$ cat src/tdws_pkg.sv
package tdws_pkg;

  // Command codes carried on the command port.
  typedef enum logic [1:0] {
    CMD_START = 2'd0,
    CMD_STOP  = 2'd1,
    CMD_BYTE  = 2'd2
  } cmd_t;

  // Spare command code, taken and dropped without output.
  localparam logic [1:0] CMD_UNUSED = 2'd3;

  // Hold period after reset, in clock cycles.
  localparam logic [15:0] HOLD_RESET = 16'd135;

  // Bits in one data byte; the acknowledge slot follows them.
  localparam int BYTE_BITS = 8;
  localparam int BIT_W     = $clog2(BYTE_BITS + 1);
  localparam int SEL_W     = $clog2(BYTE_BITS);
  localparam logic [BIT_W-1:0] ACK_SLOT = BIT_W'(BYTE_BITS);

  // Three line states per bit slot or per start and stop condition.
  localparam logic [1:0] PHASE_FIRST = 2'd0;
  localparam logic [1:0] PHASE_MID   = 2'd1;
  localparam logic [1:0] PHASE_LAST  = 2'd2;

endpackage

$ cat src/two_wire_display_write_sequencer_core.sv
// Write sequencer for a two-wire seven-segment display driver, LSB first.
// Input channel (in_valid/in_ready): one word carries a command (start,
// stop or send byte) and the data byte. Output channel (out_valid/
// out_ready): one word per line state, giving the clock and data levels
// and a flag on the final state of the command's sequence.
// Start and stop produce 3 words each; a byte produces 27 words (3 per bit,
// then a 3-state acknowledge clock with data released high). Code 3 is
// taken and dropped without output.
// The first word of a command passes from the input register into the
// output register once the output slot is free and the hold period since
// the previous word has run out. Successive words are spaced by the hold
// timer, which is reloaded from hold_ticks at each word. The step counter
// frees the input register in the cycle the last word of a sequence moves
// into the output register, so the next command is taken while that word
// still waits to be read.
// Reset sets hold_ticks to 135, releases the data level high and empties
// both registers. When the receiver stalls, the output register holds its
// word and the sequence pauses; the hold timer keeps counting.
module two_wire_display_write_sequencer_core (
  input  logic        clk,
  input  logic        rst,
  input  logic        cfg_we,
  input  logic [15:0] cfg_wdata,
  input  logic        in_valid,
  output logic        in_ready,
  input  logic [1:0]  command,
  input  logic [7:0]  data_byte,
  output logic        out_valid,
  input  logic        out_ready,
  output logic        clock_line,
  output logic        data_line,
  output logic        last_state
);
  import tdws_pkg::*;

  logic [15:0]      hold_ticks;
  logic [15:0]      hold_cnt;
  logic             cur_valid;
  cmd_t             cur_cmd;
  logic [7:0]       cur_byte;
  logic [BIT_W-1:0] bit_idx;
  logic [1:0]       phase;
  logic             data_level;

  logic             load;
  logic             in_take;
  logic             clk_w;
  logic             dat_w;
  logic             last_w;
  logic             bit_w;

  // Line levels for the current step of the sequence.
  always_comb begin
    bit_w  = cur_byte[bit_idx[SEL_W-1:0]];
    clk_w  = 1'b0;
    dat_w  = 1'b1;
    last_w = 1'b0;
    case (cur_cmd)
      CMD_START: begin
        clk_w  = (phase != PHASE_LAST);
        dat_w  = (phase == PHASE_FIRST);
        last_w = (phase == PHASE_LAST);
      end
      CMD_STOP: begin
        clk_w  = (phase != PHASE_FIRST);
        dat_w  = (phase == PHASE_LAST);
        last_w = (phase == PHASE_LAST);
      end
      CMD_BYTE: begin
        if (bit_idx == ACK_SLOT) begin
          clk_w  = (phase == PHASE_MID);
          dat_w  = 1'b1;
          last_w = (phase == PHASE_LAST);
        end else begin
          clk_w = (phase == PHASE_LAST);
          dat_w = (phase == PHASE_FIRST) ? data_level : bit_w;
        end
      end
      default: begin
        clk_w  = 1'b0;
        dat_w  = 1'b1;
        last_w = 1'b1;
      end
    endcase
  end

  // A word moves into the output register when the slot is free and the
  // hold period since the previous word has run out.
  assign load     = cur_valid && (!out_valid || out_ready) && (hold_cnt == 16'd0);
  assign in_ready = !cur_valid || (load && last_w);
  assign in_take  = in_valid && in_ready;

  // Configuration register.
  always_ff @(posedge clk) begin
    if (rst) begin
      hold_ticks <= HOLD_RESET;
    end else if (cfg_we) begin
      hold_ticks <= cfg_wdata;
    end
  end

  // Hold timer between successive words.
  always_ff @(posedge clk) begin
    if (rst) begin
      hold_cnt <= 16'd0;
    end else if (load) begin
      hold_cnt <= (hold_ticks == 16'd0) ? 16'd0 : hold_ticks - 16'd1;
    end else if (hold_cnt != 16'd0) begin
      hold_cnt <= hold_cnt - 16'd1;
    end
  end

  // Input register and step counters.
  always_ff @(posedge clk) begin
    if (rst) begin
      cur_valid  <= 1'b0;
      bit_idx    <= '0;
      phase      <= PHASE_FIRST;
      data_level <= 1'b1;
    end else begin
      if (load) begin
        if (phase == PHASE_LAST) begin
          phase   <= PHASE_FIRST;
          bit_idx <= bit_idx + BIT_W'(1);
        end else begin
          phase <= phase + 2'd1;
        end
        // The data level follows the last driven data state of each slot.
        if (phase == PHASE_LAST) begin
          data_level <= dat_w;
        end
        if (last_w) begin
          cur_valid <= 1'b0;
        end
      end
      if (in_take) begin
        cur_valid <= (command != CMD_UNUSED);
        bit_idx   <= '0;
        phase     <= PHASE_FIRST;
      end
    end
  end

  // Payload of the input register needs no reset.
  always_ff @(posedge clk) begin
    if (in_take) begin
      cur_cmd  <= cmd_t'(command);
      cur_byte <= data_byte;
    end
  end

  // Output register.
  always_ff @(posedge clk) begin
    if (rst) begin
      out_valid <= 1'b0;
    end else if (load) begin
      out_valid <= 1'b1;
    end else if (out_ready) begin
      out_valid <= 1'b0;
    end
  end

  always_ff @(posedge clk) begin
    if (load) begin
      clock_line <= clk_w;
      data_line  <= dat_w;
      last_state <= last_w;
    end
  end

  // The phase counter never reaches its unused code.
  a_phase_range: assert property (@(posedge clk) disable iff (rst)
    cur_valid |-> (phase != 2'd3))
    else $error("phase counter out of range");

  // A byte sequence never runs past its acknowledge slot.
  a_bit_range: assert property (@(posedge clk) disable iff (rst)
    cur_valid |-> (bit_idx <= ACK_SLOT))
    else $error("bit index past acknowledge slot");

  // Loading the final word frees the input register unless a new word is taken.
  a_last_frees: assert property (@(posedge clk) disable iff (rst)
    (load && last_w && !in_take) |=> !cur_valid)
    else $error("sequence did not end after its last word");

  // The hold timer stays below the configured period.
  a_hold_bound: assert property (@(posedge clk) disable iff (rst)
    (load && !cfg_we) |=> (hold_cnt == 16'd0 || hold_cnt < hold_ticks))
    else $error("hold timer above configured period");

endmodule
$ cat config.mk
export PLATFORM = sky130hd
export DESIGN_NAME = two_wire_display_write_sequencer_core
export DESIGN_NICKNAME = d
export VERILOG_FILES = /design/src/tdws_pkg.sv /design/src/two_wire_display_write_sequencer_core.sv
export SDC_FILE = /design/constraint.sdc
export NUM_CORES = 1
export LEC_CHECK = 0
export CAP_MARGIN = 10
export CELL_PAD_IN_SITES_DETAIL_PLACEMENT = 0
export CELL_PAD_IN_SITES_GLOBAL_PLACEMENT = 1
export CORE_ASPECT_RATIO = 1.1
export CORE_MARGIN = 4
export CORE_UTILIZATION = 44
export CTS_CLUSTER_SIZE = 16
export DETAILED_ROUTE_END_ITERATION = 16
export DONT_BUFFER_PORTS = 1
export PLACE_DENSITY_LB_ADDON = 0.25
export REMOVE_ABC_BUFFERS = 1
export SYNTH_ARGS = -nofsm -noshare
export SYNTH_HDL_FRONTEND = slang
export SYNTH_SLANG_ARGS = --single-unit
$ cat constraint.sdc
create_clock -name clk -period 2.2 [get_ports clk]
set_input_delay 0.33 -clock clk [delete_from_list [all_inputs] [get_ports clk]]
set_output_delay 0.33 -clock clk [all_outputs]
set_load 0.005 [all_outputs]
==> results of run 1 <==
==> power groups by stage <==
stage	logic, uW	registers [uW]	clock network [uW]
finish	1170	1310	536
global route	1300	1330	597
CTS	1150	1310	557
detailed placement	1140	1340	0
global placement	1140	1330	0
floorplan	876	1300	0
==> stage by stage <==
step	TNS, ns	power (uW)	hold WS [ns]	worst slack, ns	area, um^2
3_5_place_dp	0	2476	0.4059	0.1669	3063
3_3_place_gp	0	2470	0.4048	0.2278	3063
2_1_floorplan	-1.283	2180	0.3991	-0.2948	2840
6_report	0	3015	0.08221	0.1460	3167
4_1_cts	0	3019	0.07132	0.002458	3149
5_1_grt	0	3235	0.06631	0.01073	3167
==> worst max path at each step <==
stage,start,end,slack (ns)
after CTS,hold_cnt[0],in_ready,0.002
after global routing,bit_idx[0],in_ready,0.01
after floorplan,hold_cnt[0],hold_cnt[8],-0.29
after global placement,hold_cnt[0],cur_byte[5],0.23
after detailed placement,hold_cnt[0],cur_byte[0],0.17
final,bit_idx[0],in_ready,0.15
==> logic make-up (layout without fill, tap and decap cells) <==
| group | Yosys count | in the layout |
|---|---|---|
| buffers and inverters | 21 | 32 |
| and+or+nand+nor | 127 | 127 |
| xor gates and xnor gates | 27 | 27 |
| adders and majority gates | 6 | 6 |
| muxes | 19 | 19 |
| DFF | 54 | 54 |
| AOI/OAI and AO/OA | 45 | 45 |
==> layer usage <==
metal | wire length [um] | global-route usage
met5 | 0 | 0
met2 | 2490 | 0.2183
met4 | 55 | 0.03958
met1 | 2872 | 0.2137
met3 | 297 | 0.04053
==> cell type report <==
class | count | area (um^2)
clock inverter | 2 | 13.76
clock buffer | 6 | 72.57
inverter | 10 | 37.54
fill | 601 | 3102
timing repair buffer | 14 | 130.1
multi-input combinational | 224 | 1594
tap | 80 | 100.1
sequential | 54 | 1219
==> cell usage in the layout, fill, tap and decap left out, types with 6 or more instances in the layout <==
cell	instances
mux2i_1	18
dfxtp_1	39
nand2b_1	6
nor2_1	24
edfxtp_1	13
a21oi_1	9
xnor2_1	21
nand2_2	9
ha_1	6
inv_1	9
a21oi_2	9
buf_4	12
nand4_1	8
nand3_1	7
nor3_1	14
xor2_1	6
nand2_1	29
==> registers in the layout, indices dropped and copies added (netlist names) <==
signal,count
out_valid,1
data_line,1
cur_byte,8
cur_cmd,2
bit_idx,4
hold_ticks,16
data_level,1
hold_cnt,16
phase,2
cur_valid,1
clock_line,1
last_state,1
==> repair_timing <==
| action | CTS | global route |
|---|---|---|
| setup buffers | 0 | 1 |
| endpoints found under the setup margin | 0 | 1 |
| resized for setup | 0 | 7 |
==> metrics.txt, run 1 <==
status=finished clean; hold path endpoint=bit_idx[0]; buffers plus inverters on the worst setup path=1; ant diodes=0; post-synthesis adder-cell area fraction=0.02596; cell area after synthesis=0.002892 mm^2; min-delay src=rst; Worst Hold Class=input port to register; Crit. End Element=primary output; Final Cycle Share=0.9336; Reg2Reg Depth=9; flops & latches, synth=54; Worst-Skew Late Latency=0.30 ns; post-detail-place hpwl=4343 um; initial core utilization=0.4613; count leader, synth=dfxtp_1; post-synthesis sequential area ratio=0.4189; Clock Sink Count=54; RSZ-0062 raised after global routing=false; I/O Buffers=0; Mapped Avg Cell Area=9.671 um^2; number of buffers created by CTS=5; Synth Area in XOR/XNOR=0.08178; EDFF count, synth=13; leak pwr=0.001157 uW; area leader, netlist=dfxtp_1; Synth Flop Type=dfxtp_1; total gr overflow=0; Area contributors post-synth=dfxtp_1 28%, edfxtp_1 14%, xnor2_1 6.4%; slowest library cell on the worst path=dfxtp_4; clock skew=0.006454 ns; ys async rst share=0; CORE AREA=0.006269 mm^2; non-filler cells, final=390; crit-path cells=inv_1, ha_1, and3b_1, o21a_1, o211ai_1, nand2_1; CTS H-tree lvls=2; Slew Viols, Final=0; proportion of layout cells with a drive suffix above 1=0.1742; Netlist cell types=52; Max IR drop VDD=0.3840 mV; GPL Wtd Cong=0.7647; Post-synth top cells=41 x dfxtp_1, 29 x nand2_1, 24 x nor2_1; vias in the first global route=1934; DRC violations left=0; CP peak stage delay=0.38 ns; worst hold stages=1; CTS tree=yes; start of the worst register-to-register path=hold_cnt[1]; combinational family with the most area after synthesis=simple AND/OR/NAND/NOR gates; startpoint type of the worst setup path=register; placed cells=381; r2r setup slk=0.24 ns; f_max=486.9 MHz; NetSw=1076 uW; Final Hold Viols=0; Final Setup Violations=0; Yosys warning total=0; CTS Hold Bufs=0; Die Wd=85.30 um; delay-heaviest family, CP=compound AO/OA/AOI/OAI gates; critical path required time=1.87 ns; FF-to-FF End=hold_cnt[13]; area grow syn2layout=9.520%; minimum clock period=2.054 ns; MaxCap Viol Count=0; Synth top area share=0.2839; worst slew pin tran=0.6270 ns; clk slew on worst S/H paths=0.09 ns; Post-Route WL=5716 um; cells after synthesis=299; mux share of post-synthesis cell area=0.07010; Sw Share=0.3568; WP depth=6; post-synthesis compound-gate area fraction=0.1173; drt via density=5.341; Setup CP Type=register to primary output; number of DRC markers in iteration 0=95; First-pass DRT Iterations=4; Slew headroom=0.5788; Clock power frac=0.178; power per cell area=952.0 mW/mm^2; row count=30; initial antenna violation count=0; via count=2083; Total Die Area=0.007934 mm^2; nets@finish=346; combinational share of power=0.387; Clock Path Buffers=2; IO Count=36; cell-internal power=1939 uW; Arr. time, crit path=1.72 ns; DRT antenna net count=0; simple-gate share of the synthesized area=0.2553; global-route wire length before repair=9480 um; worst-path fanout max=4; sequential share of power=0.435; Routed wire per std cell=14.66 um; die height=93.02 um; All-Layer GR Usage=0.1483; Finished Core Util=0.5052; pin count of the biggest net entering global routing=28; Root Buffer=clkbuf_8
(Power assumes the default switching activity.)
==> run 2, diff against run 1 <==
Settings changed: CORE_UTILIZATION 44 to 45, CTS_BUF_LIST set to sky130_fd_sc_hd__clkbuf_4.
==> run 2 against run 1 <==
Register-to-register slack got worse by 0.08 ns. Combinational power up 7%. Via count increased by 4.2%. Setup slack got worse by 0.038 ns. Non-clock buffer count increased by 11. Clock skew grew 0.018 ns. Fmax is 1.8% lower.
==> metrics.txt, run 2 (same netlist as run 1, synthesis figures left out) <==
Slew Viols, Final=0 (unchanged); All-Layer GR Usage=0.1690 (+0.02070); GPL Wtd Cong=0.8361 (+9.3%); ant diodes=0 (unchanged); post-detail-place hpwl=4624 um (+6.5%); Final Cycle Share=0.9508 (+0.01719); drt via density=5.411 (+1.3%); nets@finish=357 (+3.2%); CTS tree=yes; I/O Buffers=0 (unchanged); Final Setup Violations=0 (unchanged); clock skew=0.02437 ns (+0.01792 ns); proportion of layout cells with a drive suffix above 1=0.2056 (+0.03141); Max IR drop VDD=0.4202 mV (+9.4%); initial core utilization=0.4669 (+0.005591); Worst-Skew Late Latency=0.37 ns (+0.07 ns); placed cell area=0.003093 mm^2 (+0.98%); Routed wire per std cell=15.65 um (+6.8%); row count=30 (unchanged); global-route wire length before repair=10560 um (+11%); number of DRC markers in iteration 0=84 (-12%); IO Count=36 (unchanged); MaxCap Viol Count=0 (unchanged); Setup CP Type=register to primary output; Worst Hold Class=input port to register; setup TNS=0 ns (unchanged); worst-path fanout max=5 (+1); minimum clock period=2.092 ns (+0.03781 ns); area grow syn2layout=12.46%; Root Buffer=clkbuf_4; power per cell area=961.0 mW/mm^2 (+0.94%); most frequent cells in the layout=38 x dfxtp_1, 29 x nand2_1, 24 x nor2_1; most common cell after layout, fill and taps aside=dfxtp_1; status=finished clean; final instance area=0.003252 mm^2 (+2.7%); Arr. time, crit path=1.76 ns (+0.04 ns); First-pass DRT Iterations=4 (unchanged); Crit. End Element=primary output; Slew headroom=0.4937 (-0.08503); CTS H-tree lvls=2 (unchanged); Clock Path Buffers=2 (unchanged); initial antenna violation count=0 (unchanged); f_max=478.1 MHz (-1.8%); critical path required time=1.87 ns (about the same); die height=92.07 um (-1.0%); via count=2170 (+4.2%); pin count of the biggest net entering global routing=19 (-32%); Final Hold Viols=0 (unchanged); number of buffers created by CTS=5 (unchanged); startpoint type of the worst setup path=register; CORE AREA=0.006193 mm^2 (-1.2%); leak pwr=0.001208 uW (+4.4%); worst slew pin tran=0.7569 ns (+0.1299 ns); vias in the first global route=2203 (+14%); total gr overflow=0 (unchanged); largest registers=hold_cnt: 16 flops, hold_ticks: 16 flops, cur_byte: 8 flops; r2r setup slk=0.16 ns (-0.08 ns); Post-Route WL=6274 um (+9.8%); Die Wd=84.43 um (-1.0%); DRT antenna net count=0 (unchanged); Total Die Area=0.007773 mm^2 (-2.0%); Finished Core Util=0.5251 (+0.01986); Clock Sink Count=54 (unchanged); DRC violations left=0 (unchanged); clk slew on worst S/H paths=0.16 ns (+0.07 ns)
[run 2: cell types whose count changed in the layout (fill, tap and decap cells not counted), sizes merged]
cell and change:
buf +9, dlygate4sd3 +2, bufinv +1, clkinv -1
[run 2: metal layers]
| metal | routed length (um) | vias up | track usage |
|---|---|---|---|
| li1 | - | 1115 | - |
| met1 | 2986 | 1010 | 0.2263 |
| met2 | 3004 | 43 | 0.2783 |
| met3 | 247 | 2 | 0.03774 |
| met4 | 35 | 0 | 0.03958 |
| met5 | 0 | - | 0 |
[run 2: power by group]
| group | internal (uW) | switching [uW] | leakage, uW |
|---|---|---|---|
| sequential | 1150 | 163 | 0.000461 |
| clock | 255 | 300 | 0.0000459 |
| combinational | 616 | 637 | 0.000701 |
[run 2: cell type report]
type / count / area, um^2
clock buffer: 6 / 45.04
clock inverter: 2 / 38.79
fill: 596 / 2942
inverter: 10 / 37.54
multi-input combinational: 224 / 1595
sequential: 54 / 1217
tap: 80 / 100.1
timing repair buffer: 25 / 217.7
[run 2: critical path, stage by stage (launching register included)]
cell and delay, ns:
dfxtp_1 0.39, nor4_4 0.43, and4_4 0.33, o211ai_1 0.12, nand2_1 0.14
[run 2: through the flow]
step	setup WS (ns)	power [uW]	hold WS [ns]	cells
global placement	0.2004	2518	0.4049	385
finish	0.1082	3125	0.04418	401
global route	-0.007215	3343	0.006405	401
floorplan	-0.2948	2180	0.3991	288
detailed placement	0.1088	2532	0.4051	385
CTS	0.02058	3144	0.02401	397
[run 2: worst paths after layout]
check        cells past startpoint          from           to
min reg2reg                      2    data_level   data_level
max reg2reg                      6  hold_cnt[10]  cur_byte[3]
min                              0    command[1]   cur_cmd[1]
max                              4  hold_cnt[10]     in_ready
[run 2: what timing repair did]
action,CTS,global route
pin swaps,1,3
resized for setup,3,5
setup endpoints to repair,1,1
setup buffers,2,4
hold buffers,2,0
cloned,0,0
endpoints found under the hold margin,18,0
==> run 3, diff against run 2 <==
Settings changed: CORE_UTILIZATION 45 to 46, REMOVE_ABC_BUFFERS 1 to not set.
==> run 3 against run 2 <==
Setup slack better by 0.0090 ns. Sequential power barely moved. Register-to-register slack improved by 0.02 ns.
==> metrics.txt, run 3 (same netlist as run 1, synthesis figures left out) <==
final hold slack=0.02614 ns (-0.01804 ns); Clock Path Buffers=2 (unchanged); DRC violations left=0 (unchanged); DRT antenna net count=0 (unchanged); placed cell area=0.003085 mm^2 (-0.24%); Clock Sink Count=54 (unchanged); worst-path fanout max=6 (+1); most frequent cells in the layout=40 x dfxtp_1, 29 x nand2_1, 24 x nor2_1; Worst-Skew Late Latency=0.36 ns (about the same); Place WS=0.1336 ns (+0.02486 ns); Setup CP Type=register to primary output; minimum clock period=2.083 ns (-0.008993 ns); Crit. End Element=primary output; pin count of the biggest net entering global routing=25 (+6); number of DRC markers in iteration 0=95 (+13%); I/O Buffers=0 (unchanged); GPL Wtd Cong=0.8280 (-0.97%); Max IR drop VDD=0.3647 mV (-13%); Slew headroom=0.6218 (+0.1281); clock skew=0.008828 ns (-0.01555 ns); most common cell after layout, fill and taps aside=dfxtp_1; NetSw=1085 uW (-1.3%); CP peak stage delay=0.41 ns (-0.02 ns); number of buffers created by CTS=5 (unchanged); CORE AREA=0.006156 mm^2 (-0.61%); critical path required time=1.87 ns (about the same); buffers plus inverters on the worst setup path=1 (+1); global-route wire length before repair=10070 um (-4.6%); initial core utilization=0.4697 (+0.002847); Total Die Area=0.007620 mm^2 (-2.0%); Final Cycle Share=0.9467 (-0.004088); clk slew on worst S/H paths=0.15 ns (about the same); ant diodes=0 (unchanged); delay-heaviest family, CP=compound AO/OA/AOI/OAI gates; Final Hold Viols=0 (unchanged); Routed wire per std cell=14.73 um (-5.8%); nets@finish=354 (-0.84%); slowest library cell on the worst path=dfxtp_4; status=finished clean; total gr overflow=0 (unchanged); Arr. time, crit path=1.75 ns (about the same); vias in the first global route=2100 (-4.7%); Root Buffer=clkbuf_4; Multi-input gate area=0.001594 mm^2 (about the same); leak pwr=0.001181 uW (-2.2%); IO Count=36 (unchanged); PnR worst setup slack=0.1172 ns (+0.008993 ns); Die Wd=83.60 um (-0.99%); drt via density=5.324 (-1.6%); proportion of layout cells with a drive suffix above 1=0.1824 (-0.02322); largest registers=hold_cnt: 16 flops, hold_ticks: 16 flops, cur_byte: 8 flops; final instance area=0.003199 mm^2 (-1.6%); Clock power frac=0.146 (-0.032); Sw Share=0.3632 (+0.01117); CTS H-tree lvls=2 (unchanged); Post-Route WL=5863 um (-6.6%); initial antenna violation count=0 (unchanged); Final Setup Violations=0 (unchanged); worst slew pin tran=0.5630 ns (-0.1939 ns); r2r setup slk=0.18 ns (+0.02 ns); Worst Hold Class=input port to register; power per cell area=934.1 mW/mm^2 (-2.8%); # fillers=599 (+0.50%); CTS tree=yes; area grow syn2layout=10.64%; crit-path cells=inv_1, ha_1, and3b_1, o21a_1, o211ai_1, nand2_1; via count=2119 (-2.4%); f_max=480.1 MHz (+0.43%); All-Layer GR Usage=0.1582 (-0.01080); post-detail-place hpwl=4340 um (-6.1%); sequential standard cell area=0.001215 mm^2 (-0.21%); First-pass DRT Iterations=4 (unchanged); cell-internal power=1903 uW (-6.0%); syn nets=336; sequential share of power=0.438 (+0.017); startpoint type of the worst setup path=register; die height=91.16 um (-0.99%); MaxCap Viol Count=0 (unchanged); row count=30 (unchanged); Slew Viols, Final=0 (unchanged); combinational share of power=0.416 (+0.015)
[run 3: timing repair]
action                                 CTS  global route
pin swaps                                0             2
hold buffers                             1             2
resized for setup                        3             1
endpoints found under the hold margin    4            10
setup endpoints to repair                1             1
setup buffers                            1             2
[run 3: stage by stage]
step / TNS (ns) / power, uW / std cells / utilization
after global placement: 0 / 2517 / 384 / 0.5012
final: 0 / 2988 / 398 / 0.5197
after global routing: -0.01240 / 3199 / 398 / 0.5197
after CTS: 0 / 2993 / 394 / 0.5136
after detailed placement: 0 / 2524 / 384 / 0.5012
after floorplan: 0 / 2208 / 299 / -
[run 3: per-layer routing]
layer,share of wire,vias to the layer above,global-route usage
met1,0.50,969,0.2204
li1,-,1114,-
met2,0.46,31,0.2500
met5,0,-,0
met3,0.033,5,0.03630
met4,0.0078,0,0.03619
[run 3: path summary, 6_finish.rpt]
kind                                   start       endpoint  cells past startpoint
worst max register to register  hold_cnt[10]    cur_byte[4]                      6
worst max-delay path              bit_idx[1]       in_ready                      6
worst min-delay path                     rst  hold_ticks[4]                      1
worst min register to register    data_level     data_level                      2
[run 3: area by class of cell]
class,instances,area share
clock inverters,2,0.003129
flip-flops and latches,54,0.3797
repair buffers,22,0.06179
well taps,80,0.03129
multi-input cells,224,0.4982
inverters,10,0.01173
clock buffers,6,0.01408
[run 3: power by group through the flow]
| stage | Clock [uW] | Combinational [uW] | Sequential [uW] |
|---|---|---|---|
| 2_1_floorplan | 0 | 903 | 1300 |
| 3_3_place_gp | 0 | 1190 | 1330 |
| 3_5_place_dp | 0 | 1190 | 1330 |
| 4_1_cts | 450 | 1230 | 1310 |
| 5_1_grt | 492 | 1370 | 1330 |
| 6_report | 436 | 1240 | 1310 |
[run 3: worst register-to-register path, cell delays in order (launching register included)]
cell      delay (ns)
dfxtp_1         0.39
nor4_4          0.41
and4_4          0.32
o211ai_1        0.12
buf_4           0.16
a21boi_2        0.18
buf_12          0.17
